<file path="src/rtl/assert_macros.svh">
// ----------------------------------------------------------------------------
// Assertion macros
// Clocked assertion shorthands shared by the RTL.
// ----------------------------------------------------------------------------
`ifndef ASSERT_MACROS_SVH
`define ASSERT_MACROS_SVH

// property holds at every edge outside reset
`define ASSERT_ALWAYS(name, clk, rst, prop, msg) \
   name: assert property (@(posedge clk) disable iff (rst) (prop)) else $error(msg);

// pre at one edge implies post at the next
`define ASSERT_NEXT(name, clk, rst, pre, post, msg) \
   name: assert property (@(posedge clk) disable iff (rst) (pre) |=> (post)) else $error(msg);

`endif

</file>
<file path="src/rtl/rbb_pkg.sv">
// ----------------------------------------------------------------------------
// rbb_pkg
// Shared types and constants of the RGB 3x3 box blur.
// ----------------------------------------------------------------------------
package rbb_pkg;

   localparam int CH_W    = 8;
   localparam int PIX_W   = 3 * CH_W;
   localparam int CFG_W   = 12;
   localparam int ROW_W   = 12;
   localparam int CNT_W   = 22;
   localparam int SUM_W   = 12;
   localparam int DIM_MAX = 2048;

   localparam logic [CFG_W-1:0] DIM_MIN    = 12'd3;
   localparam logic [CFG_W-1:0] HEIGHT_TOP = 12'd2048;
   localparam logic [CFG_W-1:0] WIDTH_RST  = 12'd640;
   localparam logic [CFG_W-1:0] HEIGHT_RST = 12'd480;
   localparam logic [ROW_W-1:0] ROW_SAT    = 12'hFFF;

   localparam logic [0:0] CSR_IDX_WIDTH  = 1'b0;
   localparam logic [0:0] CSR_IDX_HEIGHT = 1'b1;

   typedef struct packed {
      logic emit;
      logic border;
      logic frame_end;
   } scan_info_type;

   typedef logic [2:0][SUM_W-1:0] sum_vec_type;

endpackage

</file>
<file path="src/rtl/rbb_window.sv">
// ----------------------------------------------------------------------------
// rbb_window
// 3x3 pixel window; per-channel neighborhood sums and the center pixel.
// ----------------------------------------------------------------------------
module rbb_window (
   input  logic                      clock,
   input  logic                      reset,
   input  logic                      shift_en,
   input  logic [rbb_pkg::PIX_W-1:0] upper_px,
   input  logic [rbb_pkg::PIX_W-1:0] middle_px,
   input  logic [rbb_pkg::PIX_W-1:0] lower_px,
   output logic [rbb_pkg::PIX_W-1:0] center,
   output rbb_pkg::sum_vec_type      sums
);
   import rbb_pkg::*;

   logic [PIX_W-1:0] win_ff [9];

   always_ff @(posedge clock) begin
      if (reset) begin
         for (int k = 0; k < 9; k++) win_ff[k] <= '0;
      end else if (shift_en) begin
         for (int k = 0; k < 3; k++) begin
            win_ff[k*3]   <= win_ff[k*3+1];
            win_ff[k*3+1] <= win_ff[k*3+2];
         end
         win_ff[2] <= upper_px;
         win_ff[5] <= middle_px;
         win_ff[8] <= lower_px;
      end
   end

   always_comb begin
      for (int ch = 0; ch < 3; ch++) begin
         sums[ch] = '0;
         for (int k = 0; k < 9; k++) begin
            sums[ch] = sums[ch] + SUM_W'(win_ff[k][ch*CH_W +: CH_W]);
         end
      end
   end

   assign center = win_ff[4];

endmodule

</file>
<file path="config.mk">
export PLATFORM = sky130hd
export DESIGN_NAME = rbb_window
export DESIGN_NICKNAME = d
export VERILOG_FILES = /design/src/rtl/assert_macros.svh /design/src/rtl/rbb_pkg.sv /design/src/rtl/rbb_window.sv
export SDC_FILE = /design/constraint.sdc
export NUM_CORES = 1
export LEC_CHECK = 0
export BUFFER_PORTS_ARGS = -buffer_cell sky130_fd_sc_hd__buf_2
export CELL_PAD_IN_SITES_DETAIL_PLACEMENT = 1
export CELL_PAD_IN_SITES_GLOBAL_PLACEMENT = 1
export CORE_MARGIN = 5
export CORE_UTILIZATION = 50
export CTS_BUF_LIST = sky130_fd_sc_hd__clkbuf_4 sky130_fd_sc_hd__clkbuf_8
export DETAILED_ROUTE_END_ITERATION = 8
export PLACE_DENSITY_LB_ADDON = 0.1
export SYNTH_ARGS = -nofsm -noshare
export SYNTH_HDL_FRONTEND = slang
export SYNTH_SLANG_ARGS = --single-unit
</file>
<file path="constraint.sdc">
create_clock -name clock -period 7.5 [get_ports clock]
set_input_delay 0.75 -clock clock [delete_from_list [all_inputs] [get_ports clock]]
set_output_delay 0.75 -clock clock [all_outputs]
set_load 0.005 [all_outputs]
</file>
Word-level counts from Yosys, hierarchy flattened

Memories as Yosys holds them, arrays and structs flattened.
Cells that the tools add are included.
W data, S select, Z words.

Memories: 1
Logic and storage cells: 48
Register bits: 0
Bits in writable memories: 216

Memories:

| name   | words | width | read ports | clocked after memory_dff | wr ports | line             | RTL |
|---|---|---|---|---|---|---|---|
| win_ff | 9     | 24    | 9          | 0                        | 9        | rbb_window.sv:17 | `logic [PIX_W-1:0] win_ff [9];` |

Add/subtract/negate cells: 24
Multiplexer cells: 14
Bitwise gates (word level): 9

Operators by type and width:

| operator        | count |
|---|---|
| $mux W24        | 9 |
| $add A12 B8 Y12 | 12 |
| $add A11 B8 Y12 | 3 |
| $add A10 B8 Y11 | 3 |
| $add A9 B8 Y10  | 3 |
| $add A8 B8 Y9   | 3 |
| $or A1 B1 Y1    | 9 |
| $mux W1         | 5 |

Longest topological paths before layout

Depth in word-level cells: 8
Gate-level depth with buffers: 16

Worst setup path before layout

OpenSTA, ideal clock, no wires.

Kind: reg2out
From: memory win_ff[0][138] (netlist bit)
To: output sums[34] (netlist bit)
Slack: 2.831 ns
Data arrival time: 3.919 ns
Required time: 6.750 ns
Stages on the path, launching flop included: 13
Cells stage by stage: edfxtp_1 fa_1 fa_1 fa_1 inv_1 fa_1 inv_1 ha_1 fa_1 a21oi_1 o211ai_1 o41ai_1 xnor2_1

RTL lines:

| item            | line             | RTL |
|---|---|---|
| start, declared | rbb_window.sv:17 |  |
| end, declared   | rbb_window.sv:13 | `output rbb_pkg::sum_vec_type sums` |

==> out/qor.txt <==
Crit-path slowest cell = fa_1
Setup TNS = 0 ps
Maximum capacitance violations = 0
Initial DRC count = 310
Grt ovf = 0
FMAX = 179 MHz
Post-cts gate resize count = 0
# rows = 60
Postcts setup bufs = 0
Final Max Tran Viols = 0
DR WL met3 = 994 um
Placed cell count = 1456
Setup violations, final = 0
Yosys warning total = 0
Initial antenna violation count = 1
Vias/cell = 4.70
Cells along the critical path = fa_1 -> fa_1 -> fa_1 -> inv_1 -> fa_1 -> inv_1 -> ha_1 -> fa_1 -> a21oi_1 -> o211ai_1 -> o41ai_1 -> xnor2_1 -> buf_2
Max incr delay on CP = 580 ps
WP data arrival = 4830 ps
Synthesized instance count = 1025
Cell Pwr Density = 380 nW/um2
Gpl congestion = 0.773
Die Wd = 174 um
Met2 wire length = 12000 um
Die height = 174 um
VDD IR max = 0.519 mV
# IOs = 135
Seq/Total Area, Yosys = 48.4%
Worst-Margin Slew = 1070 ps
CP Max Fanout = 3
Async SR Flop Fraction = 0%
Design area = 15100 um2
Clock Sinks = 216
Clk_skew = 10.8 ps
Synth area leaders = edfxtp_1, fa_1, and2_1
DR DRC count = 0
Clock transition at the registers of the reported paths = 60 ps
Mean post-synth cell area = 13.1 um2
Final worst-path cycle share = 74.4%
Routed Antenna Nets = 0
Final std cells w/o fill = 1531
Final Hold Fails = 0
First-pass GRT wire length = 41900 um
Count of cell types in the netlist = 36
Top Metal Used = met4
Status = complete, no violations
Share of cells above drive strength 1 = 17.5%
Most frequent cells in the layout = inv_1, and2_1, edfxtp_1
Worst min-delay path category = primary input to register
Metal-1 WL = 11300 um
Post-synthesis register bit count = 216
Top reg by flops = win_ff
Crit end category = output pin
Number of flip-flops in the largest register = 216
Largest registers = win_ff x216
Commonest non-fill, non-tap cell in the layout = inv_1
Longest Clk Path Bufs = 3
Largest net degree at the start of global routing = 110
Synthesized cell area = 13400 um2
Hold buffer count at cts = 0
Tmin final = 5580 ps
RSZ-0062 raised after global routing = no
Main synth FF type = edfxtp_1
CP required = 6750 ps
Initial Utilization = 50.3%
Worst skew pair latency = 530 ps
GRT Overall Usage = 17.0%
Path type of the worst setup path = register to output pin
Final net count = 1434
Detailed placement HPWL = 17800 um
TritonCTS clock tree = done
Drt first pass iters = 4
CP startpoint kind = register
Port-buffer cells = 134
Clock Root Buffer = clkbuf_8
Cell taking the most area after synthesis = edfxtp_1
Die area = 30200 um2
Core ar. = 26700 um2
Num CTS Buffers = 41
Slew headroom = 28.4%
Vias in the first global route = 8299
Wirelength, routed = 24700 um
Leakage = 6.98 nW
H-tree depth = 2
Syn_nets = 1301
DP Area = 14300 um2
Post-synth EDFFs = 216
Wire length per cell = 16.1 um
Filler cell count = 2774
Vias = 7199
Top cell type's share of synthesized area = 48.4%
Most used cell, CP = fa_1
Layout area overhead = 12.9%
[through the flow]
stage / utilization (%) / power [W] / setup slack [ps] / hold slack, ps
after floorplan: - / 0.00358 / 2830 / 525
after global placement: 53.5 / 0.00450 / 2490 / 531
after detailed placement: 53.5 / 0.00458 / 2450 / 542
after CTS: 56.7 / 0.00587 / 1850 / 453
after global routing: 56.7 / 0.00634 / 1540 / 456
final: 56.7 / 0.00575 / 1920 / 494
[worst max-delay path: cells and delay by family (launching register included)]
family	cells	cell delay, ps
fa+ha+maj	6	2770
flops	1	420
compound gates	3	730
buf+inv	3	220
xor+xnor	1	160
[final cells by class]
type                    instances  area [um2]  area share, %
multi-input cells             517        5730           37.9
well taps                     341         427           2.82
repair buffers                138         701           4.63
diodes                          1        2.50         0.0165
flip-flops and latches        216        6490           42.9
clock buffers                  54         668           4.42
clock inverters                20         191           1.27
inverters                     244         916           6.06
[final timing paths]
path / slack (ps) / depth (start not counted) / endpoint / startpoint
hold / removal: 490 / 2 / win_ff[0][58]$_SDFFCE_PN0P_ / upper_px[10]
setup / recovery: 1920 / 13 / sums[34] / win_ff[0][138]$_SDFFCE_PN0P_
hold reg to reg: 550 / 1 / win_ff[0][15]$_SDFFCE_PN0P_ / win_ff[0][39]$_SDFFCE_PN0P_
setup reg to reg: 6590 / 1 / win_ff[0][75]$_SDFFCE_PN0P_ / win_ff[0][99]$_SDFFCE_PN0P_
[synth_stat cells (4+ instances only)]
| master | count |
|---|---|
| edfxtp_1 | 216 |
| nor2b_1 | 4 |
| a21oi_1 | 9 |
| xor2_1 | 4 |
| nand3_1 | 4 |
| o21ai_0 | 8 |
| xnor2_1 | 14 |
| fa_1 | 162 |
| ha_1 | 39 |
| nand2_1 | 6 |
| and2_1 | 216 |
| inv_1 | 244 |
| o21a_1 | 4 |
| buf_4 | 24 |
| nor2_1 | 17 |
| clkbuf_1 | 21 |
[logic make-up (layout without fill, tap and decap cells)]
logic type                 after synthesis  count (layout)  share of synthesized area [%]
buffers and inverters                  292             456                           8.88
adders and majority gates              201             201                           27.8
DFF                                    216             216                           48.4
AOI/OAI and AO/OA                       44              44                           2.25
and+or+nand+nor                        254             254                           11.4
xor gates and xnor gates                18              18                           1.18
other                                    0               1                              0
[routing by layer]
layer,vias to the layer above,GRT usage [%]
met3,34,3.58
met2,130,28.6
met5,-,0
li1,3416,-
met4,0,4.26
met1,3619,23.0
[power breakdown]
group / total, W / internal [W] / switching (W) / leakage (nW)
clock network: 0.00123 / 0.000720 / 0.000507 / 0.453
logic: 0.00304 / 0.00142 / 0.00162 / 4.16
registers: 0.00148 / 0.00142 / 0.0000553 / 2.37
total: 0.00575 / 0.00357 / 0.00218 / 6.98
No activity file was read; power rests on OpenSTA's default activity.
