## config.mk

```make
export PLATFORM = sky130hd
export DESIGN_NAME = rbb_scan
export DESIGN_NICKNAME = d
export VERILOG_FILES = /design/src/rtl/assert_macros.svh /design/src/rtl/rbb_pkg.sv /design/src/rtl/rbb_scan.sv
export SDC_FILE = /design/constraint.sdc
export NUM_CORES = 1
export LEC_CHECK = 0
export ABC_AREA = 1
export BUFFER_PORTS_ARGS = -buffer_cell sky130_fd_sc_hd__clkbuf_2
export CAP_MARGIN = 20
export CORE_ASPECT_RATIO = 0.8
export CORE_MARGIN = 4
export CORE_UTILIZATION = 50
export DETAILED_ROUTE_END_ITERATION = 10
export PLACE_DENSITY_LB_ADDON = 0.25
export SYNTH_ARGS = -nofsm -noshare
export SYNTH_HDL_FRONTEND = slang
export SYNTH_SLANG_ARGS = --single-unit
```

## constraint.sdc

```tcl
create_clock -name clock -period 19.9 [get_ports clock]
set_input_delay 5.97 -clock clock [delete_from_list [all_inputs] [get_ports clock]]
set_output_delay 5.97 -clock clock [all_outputs]
set_load 0.02 [all_outputs]
```

## src/rtl/assert_macros.svh

```systemverilog
// ----------------------------------------------------------------------------
// Assertion macros
// Clocked assertion shorthands shared by the RTL.
// ----------------------------------------------------------------------------
`ifndef ASSERT_MACROS_SVH
`define ASSERT_MACROS_SVH

// property holds at every edge outside reset
`define ASSERT_ALWAYS(name, clk, rst, prop, msg) \
   name: assert property (@(posedge clk) disable iff (rst) (prop)) else $error(msg);

// pre at one edge implies post at the next
`define ASSERT_NEXT(name, clk, rst, pre, post, msg) \
   name: assert property (@(posedge clk) disable iff (rst) (pre) |=> (post)) else $error(msg);

`endif

```

## src/rtl/rbb_pkg.sv

```systemverilog
// ----------------------------------------------------------------------------
// rbb_pkg
// Shared types and constants of the RGB 3x3 box blur.
// ----------------------------------------------------------------------------
package rbb_pkg;

   localparam int CH_W    = 8;
   localparam int PIX_W   = 3 * CH_W;
   localparam int CFG_W   = 12;
   localparam int ROW_W   = 12;
   localparam int CNT_W   = 22;
   localparam int SUM_W   = 12;
   localparam int DIM_MAX = 2048;

   localparam logic [CFG_W-1:0] DIM_MIN    = 12'd3;
   localparam logic [CFG_W-1:0] HEIGHT_TOP = 12'd2048;
   localparam logic [CFG_W-1:0] WIDTH_RST  = 12'd640;
   localparam logic [CFG_W-1:0] HEIGHT_RST = 12'd480;
   localparam logic [ROW_W-1:0] ROW_SAT    = 12'hFFF;

   localparam logic [0:0] CSR_IDX_WIDTH  = 1'b0;
   localparam logic [0:0] CSR_IDX_HEIGHT = 1'b1;

   typedef struct packed {
      logic emit;
      logic border;
      logic frame_end;
   } scan_info_type;

   typedef logic [2:0][SUM_W-1:0] sum_vec_type;

endpackage

```

## src/rtl/rbb_scan.sv

```systemverilog
// ----------------------------------------------------------------------------
// rbb_scan
// Size registers and raster position tracking; classifies each request
// (emit, border, frame end) and picks its line buffer column.
// ----------------------------------------------------------------------------
module rbb_scan #(
   parameter int DEPTH = 2048,
   localparam int AW   = $clog2(DEPTH)
) (
   input  logic                       clock,
   input  logic                       reset,
   input  logic                       csr_wr_en,
   input  logic [0:0]                 csr_index,
   input  logic [rbb_pkg::CFG_W-1:0]  csr_wdata,
   input  logic                       accept,
   output logic [AW-1:0]              col,
   output rbb_pkg::scan_info_type     info,
   output logic                       cfg_busy
);
   import rbb_pkg::*;

   localparam logic [CFG_W-1:0] WIDTH_TOP = CFG_W'(DEPTH);

   logic [CFG_W-1:0] width_ff, height_ff;
   logic [CFG_W-1:0] eff_w, eff_h;
   logic [CNT_W-1:0] area_ff, area_in;
   logic [2*CFG_W-1:0] area_prod;
   logic             busy_ff;

   logic [AW-1:0]    col_ff, col_in;
   logic [ROW_W-1:0] row_ff, row_in;
   logic [CNT_W-1:0] cnt_ff, cnt_in;

   logic             wrap, wrap2;
   logic [AW-1:0]    c;
   logic [CFG_W-1:0] c_ext, c_next;
   logic [ROW_W-1:0] r, r_next, orow;
   logic [CFG_W-1:0] ocol;
   logic             emit, border, fe;

   always_comb begin
      eff_w = width_ff;
      if (width_ff < DIM_MIN) eff_w = DIM_MIN;
      else if (width_ff > WIDTH_TOP) eff_w = WIDTH_TOP;
      eff_h = height_ff;
      if (height_ff < DIM_MIN) eff_h = DIM_MIN;
      else if (height_ff > HEIGHT_TOP) eff_h = HEIGHT_TOP;
   end

   assign area_prod = eff_w * eff_h;
   assign area_in   = CNT_W'(area_prod - 24'd1);

   always_comb begin
      wrap   = CFG_W'(col_ff) >= eff_w;
      c      = wrap ? '0 : col_ff;
      r      = (wrap && row_ff != ROW_SAT) ? row_ff + 12'd1 : row_ff;
      c_ext  = CFG_W'(c);
      c_next = c_ext + 12'd1;
      wrap2  = c_next >= eff_w;
      r_next = (wrap2 && r != ROW_SAT) ? r + 12'd1 : r;
      emit   = (r >= 12'd2) || (r == 12'd1 && c_ext != '0);
      if (c_ext == '0) begin
         ocol = eff_w - 12'd1;
         orow = r - 12'd2;
      end else begin
         ocol = c_ext - 12'd1;
         orow = r - 12'd1;
      end
      border = (orow == '0) || (orow >= eff_h - 12'd1) ||
               (ocol == '0) || (ocol >= eff_w - 12'd1);
      fe     = emit && (cnt_ff >= area_ff);

      col_in = col_ff;
      row_in = row_ff;
      cnt_in = cnt_ff;
      if (accept) begin
         if (fe) begin
            col_in = '0;
            row_in = '0;
            cnt_in = '0;
         end else begin
            col_in = wrap2 ? '0 : c_next[AW-1:0];
            row_in = r_next;
            cnt_in = emit ? cnt_ff + 22'd1 : cnt_ff;
         end
      end
   end

   always_ff @(posedge clock) begin
      if (reset) begin
         width_ff  <= WIDTH_RST;
         height_ff <= HEIGHT_RST;
         busy_ff   <= 1'b0;
         col_ff    <= '0;
         row_ff    <= '0;
         cnt_ff    <= '0;
      end else begin
         busy_ff <= csr_wr_en;
         if (csr_wr_en) begin
            if (csr_index == CSR_IDX_WIDTH) width_ff <= csr_wdata;
            else height_ff <= csr_wdata;
         end
         col_ff <= col_in;
         row_ff <= row_in;
         cnt_ff <= cnt_in;
      end
   end

   always_ff @(posedge clock) begin
      area_ff <= area_in;
   end

   assign col            = c;
   assign info.emit      = emit;
   assign info.border    = border;
   assign info.frame_end = fe;
   assign cfg_busy       = busy_ff;

endmodule

```

# Word-level counts from Yosys, hierarchy flattened
# Cells that the tools add are included.
dict set report totals {
  wordCells 62
  regBits 92
  inputBits 17
  output_inout_bits 15
}
dict set report classes {
  n_mul 1
  magnitude_cmp 10
  eq_ne 3
  addsub 10
  n_reduce_logical 16
  n_bitwise 1
  n_mux 14
}
# operator n
set op_table {}
lappend op_table {{12-bit two-way mux} 9}
lappend op_table {{22-bit two-way mux} 2}
lappend op_table {{12-bit greater-or-equal comparator} 3}
lappend op_table {{12-bit by 1-bit subtractor with 12-bit output, second input constant} 3}
lappend op_table {{11-bit two-way mux} 3}
lappend op_table {{12-bit by 1-bit adder with 12-bit output, second input constant} 2}
lappend op_table {{12-bit > comparator, second input constant} 2}
lappend op_table {{12-bit logical NOT} 2}
lappend op_table {{12-bit by 2-bit < comparator with 1-bit output, second input constant} 2}
lappend op_table {{12-bit inequality test, second input constant} 2}
lappend op_table {{22-bit by 1-bit adder with 22-bit output, second input constant} 1}
lappend op_table {{22-bit greater-or-equal comparator} 1}
lappend op_table {{12-bit by 12-bit multiplier with 22-bit output} 1}
lappend op_table {{22-bit by 1-bit subtractor with 22-bit output, second input constant} 1}
lappend op_table {{11-bit by 1-bit adder with 12-bit output, second input constant} 1}
lappend op_table {{12-bit by 1-bit equality test with 1-bit output, second input constant} 1}
lappend op_table {{11-bit by 12-bit greater-or-equal comparator with 1-bit output} 1}
lappend op_table {{12-bit by 2-bit greater-or-equal comparator with 1-bit output, second input constant} 1}
lappend op_table {{11-bit by 1-bit subtractor with 12-bit output, second input constant} 1}
lappend op_table {{12-bit by 2-bit subtractor with 12-bit output, second input constant} 1}
lappend op_table {{11-bit logical NOT} 1}
lappend op_table {{11-bit nonzero test} 1}
lappend op_table {{2-bit AND reduction} 3}
lappend op_table {{1-bit logical AND} 4}
lappend op_table {{other kinds (3)} 6}

# Longest topological paths before layout
dict set report logic_depth {
  depth_word 12
  depth_mapped 38
  ltp_nobuf 35
}

# Worst setup path before layout
# OpenSTA, ideal clock, no wires.
dict set report synth_path {
  kind {reg2out}
  start {register width_ff[11]}
  end {output info[1] in the netlist's numbering}
  n_path_buf 4
  arrival_ps 4737
  stages_incl_launch_ff 37
  slack_ps 9193
  required_time_ps 13930
  path_cell_list {dfxtp_1 buf_2 and3_1 nand2_1 nand2_2 nand2_1 ha_1 nand2_1 nand2_1 nand2_1 nand2_1 a21oi_4 nand2_4 buf_2 nor2_1 inv_1 ha_1 nand2_1 nor2_1 nand3_2 buf_2 nand3_1 nand2_1 inv_1 ha_1 a21boi_0 o21ai_0 nand2_1 a21oi_1 o221ai_1 nand3_1 nand2_1 nand3_1 nand3_1 nor2_1 nand2_1 buf_4}
}
dict set report synth_between {
  word_cells_on_any_way 22
  cone_classes {add/sub (4); order compare (5); mux (6); reduce/logical (7)}
}
# element line
set synth_lines {}
lappend synth_lines {{start, declared} rbb_scan.sv:24} ;# logic [CFG_W-1:0] width_ff, height_ff;
lappend synth_lines {{start signal, assigned} rbb_scan.sv:100} ;# if (csr_index == CSR_IDX_WIDTH) width_ff <= csr_wdata;
lappend synth_lines {{12-bit > comparator} rbb_scan.sv:44} ;# else if (width_ff > WIDTH_TOP) eff_w = WIDTH_TOP;
lappend synth_lines {{12-bit two-way mux} rbb_scan.sv:44}
lappend synth_lines {{12-bit two-way mux *} rbb_scan.sv:43} ;# if (width_ff < DIM_MIN) eff_w = DIM_MIN;
lappend synth_lines {{11-bit by 12-bit greater-or-equal comparator with 1-bit output *} rbb_scan.sv:54} ;# wrap = CFG_W'(col_ff) >= eff_w;
lappend synth_lines {{11-bit two-way mux *} rbb_scan.sv:55} ;# c = wrap ? '0 : col_ff;
lappend synth_lines {{named net col[0]} rbb_scan.sv:16} ;# output logic [AW-1:0] col,
lappend synth_lines {{parallel branches: the longest is 5 deep, another holds 11-bit by 1-bit subtractor with 12-bit output} -}
lappend synth_lines {{1-bit logical OR *} rbb_scan.sv:70} ;# (ocol == '0) || (ocol >= eff_w - 12'd1);
lappend synth_lines {{end, declared} rbb_scan.sv:17} ;# output rbb_pkg::scan_info_type info,
# Mark *: on every way through the listed nets, which the timed path passes.

==> qor.txt <==
Crit-path max FO: 22
DRT Pass-1 Iters: 6
Synth top area share: 16.8%
Leak: 0.00671 uW
Power Dens Cells: 82.9 nW/um2
Main flop type after synthesis: dfxtp_1
Hold Path Sink: row_ff[10]
Hold-fix buffers, CTS: 0
Peak supply drop: 0.000156 V
Vias per cell: 5.46
Reg-to-reg endpoint: area_ff[20]
Psw: 549 uW
Reg-to-reg startpoint: height_ff[6]
WS Path Type: reg -> out
CTS Buf Count: 9
Yosys top cell by area: fa_1
Period utilization: 62.1%
Synth warnings: 0
Sink Count: 92
Skew final: 16.6 ps
Critical path capture point type: output port
Height of the die: 151 um
Crit path buffers/inverters: 7
Initial antenna violation count: 0
R2R cell count: 21
Maxcap violations: 0
Final Hold Viols: 0
Post-route ant nets: 0
IO buf count: 31
Sequential area share after synthesis: 14.3%
Pin count of the biggest net entering global routing: 46
Die area: 28,400 um2
Total routed wirelength: 35.0 mm
Status: finished, final reports clean
Setup slack at placement: 8090 ps
Unrepaired setup endpoints after global routing: false
Pint: 570 uW
CP delay by family, top: simple AND/OR/NAND/NOR gates
Comb pwr share: 63.6%
Min Hold Slack: 497 ps
Tot GR Track Use: 25.8%
Clk buf depth: 2
Ranking of synthesized cells by area: fa_1 (17%), dfxtp_1 (14%), ha_1 (14%)
Final net count: 2,097
Final worst slack: 7550 ps
Post-CTS sizing: 0
FF-to-FF setup slack: 12,920 ps
Die X: 187 um
Min-Delay Path Depth: 2
Setup TNS: 0 ps
Ant diodes: 0
TritonCTS clock tree: done
Std cell rows: 52
Mapped cell area: 12,900 um2
Post-layout instance area: 13,500 um2
Slew Limit Fails: 0
CP max stage delay: 660 ps
Mean post-synth cell area: 7.02 um2
Final cell count without fillers: 2,160
Clock-pin slew on the worst setup and hold paths: 80 ps
Placed instance count: 2,144
Initial core utilization: 50.8%
Flop pwr share: 20.3%
Sw frac: 49.1%
Fmax: 0.0810 GHz
Clk Latency, worst-skew pair: 370 ps
Vias in the first global route: 11,500
Synth-to-Final Area Change: 4.85%
H-tree depth: 3
Routed WL per cell: 16.2 um
Post-Syn Instances: 1,832
Residual DRC: 0
RD Place Congestion: 0.941
Worst path required time: 13,930 ps
Hpwl dp: 28.5 mm
Worst slew pin tran: 889 ps
Worst hold start: row_ff[10]
Number of enable flip-flop cells after synthesis: 0
Final setup viols: 0
Slew Limit Headroom: 40.5%
Worst EP arrival: 6380 ps
Clock power share: 16.0%
Worst path slowest cell: dfxtp_1
Fraction of layout cells with a size suffix above 1: 7.95%
Post-synth cell types: 52
Global route overflow: 0
CP Launch Type: flop
Worst path most repeated cell: nand2_1
IO Count: 32
Postcts setup bufs: 0
Hold Path Class: reg -> reg
First-pass GRT wire length: 59.0 mm
Initial DRC Count: 1,107
Synthesized flop and latch total: 92
Asr flop ratio synth: 0%
Via Count: 11,800
Core Area: 25,300 um2
DP Area: 13,200 um2
Root Buffer: clkbuf_16
Min cycle time layout: 12,350 ps
## flip-flops by register name (all words and copies together), names as in the netlist
| signal | cells |
|---|---|
| area_ff | 22 |
| cfg_busy | 1 |
| cnt_ff | 22 |
| col_ff | 11 |
| height_ff | 12 |
| row_ff | 12 |
| width_ff | 12 |
## cells by family (layout without fill, tap and decap cells)
| logic type | count (synthesis) | count (layout) | synth area share [%] |
|---|---|---|---|
| buffers and inverters | 369 | 372 | 11.5 |
| AOI/OAI and AO/OA | 191 | 191 | 8.91 |
| xor gates and xnor gates | 74 | 74 | 5.04 |
| and+or+nand+nor | 856 | 856 | 29.7 |
| adders and majority gates | 249 | 249 | 30.5 |
| other | 1 | 2 | 0.0291 |
| DFF | 92 | 92 | 14.3 |
## area by class of cell
type                    instances  area [um2]
clock buffers                   9         225
clock inverters                 7        71.3
fillers                      2456       11800
inverters                     319        1200
multi-input cells            1372        9550
flip-flops and latches         92        1840
well taps                     324         405
repair buffers                 37         200
## how the worst max path moves through the flow
stage | cells after the start | slack (ps) | startpoint | endpoint
floorplan | 36 | 9190 | width_ff[11] | info[1]
global placement | 34 | 8380 | width_ff[11] | info[1]
detailed placement | 34 | 8090 | width_ff[11] | info[1]
CTS | 34 | 7670 | width_ff[11] | info[1]
global route | 34 | 7000 | width_ff[11] | info[1]
finish | 34 | 7550 | width_ff[11] | info[1]
## cells in the final DEF, fill, tap and decap left out, types with 3 or more instances in the layout
| master | Yosys | final |
|---|---|---|
| fa_1 | 108 | 108 |
| o211ai_1 | 8 | 8 |
| xor2_1 | 55 | 55 |
| a21oi_2 | 20 | 20 |
| nand2_2 | 13 | 13 |
| o21ai_0 | 49 | 49 |
| dfxtp_1 | 92 | 92 |
| o41ai_1 | 3 | 3 |
| nor2_1 | 184 | 184 |
| a211oi_1 | 5 | 5 |
| clkinv_1 | 6 | 6 |
| nand2_4 | 8 | 8 |
| inv_2 | 6 | 6 |
| buf_4 | 4 | 6 |
| nand2_1 | 436 | 436 |
| nor3_1 | 25 | 25 |
| ha_1 | 141 | 141 |
| a31oi_1 | 3 | 3 |
| inv_1 | 306 | 306 |
| nor3_2 | 3 | 3 |
| a21boi_0 | 3 | 3 |
| a21oi_1 | 79 | 79 |
| o31ai_1 | 6 | 6 |
| clkbuf_2 | 0 | 31 |
| o21ai_1 | 4 | 4 |
| nand4_1 | 31 | 31 |
| nor2_2 | 7 | 7 |
| clkbuf_16 | 0 | 9 |
| nor4_1 | 3 | 3 |
| nand3_2 | 25 | 25 |
| nand3_1 | 109 | 109 |
| xnor2_1 | 19 | 19 |
## tightest hold or removal path, stage by stage, from the launching register on
cell	delay (ps)
dfxtp_1	330
nand2_1	70
a21oi_1	60
## per-layer routing
metal  up-vias  global-route usage (%)  routed length, um
li1       5769                       -                  -
met1      5560                    37.5              16700
met2       429                    39.1              14500
met3        46                    6.25               3230
met4         0                    5.51                601
met5         -                       0                  0
## cell usage after synthesis (3+ instances only)
cell type / n
buf_2: 9
o211ai_1: 8
o21ai_0: 49
nand4_1: 31
inv_2: 6
nand3_1: 109
o31ai_1: 6
a21oi_2: 20
nand2_2: 13
nand2_1: 436
dfxtp_1: 92
nand2_4: 8
clkbuf_1: 26
nor2_1: 184
nor2_2: 7
nor3_1: 25
a211oi_1: 5
nor3_2: 3
nor4_1: 3
clkinv_1: 6
a21boi_0: 3
o41ai_1: 3
ha_1: 141
xnor2_1: 19
nand3_2: 25
buf_6: 9
o21ai_1: 4
xor2_1: 55
inv_1: 306
fa_1: 108
buf_4: 4
a31oi_1: 3
a21oi_1: 79
## power by group through the flow
stage	Clock (uW)	Sequential [uW]	Combinational, uW
after CTS	185	228	718
after global routing	191	230	832
after detailed placement	0	232	712
after floorplan	0	227	556
after global placement	0	231	702
final	180	228	711
## metrics by stage
stage	util, %	total power [uW]
final	53.3	1120
after global routing	53.3	1250
after CTS	53.3	1130
after detailed placement	52.1	944
after global placement	52.1	934
after floorplan	-	784
No activity file was read; power rests on OpenSTA's default activity.
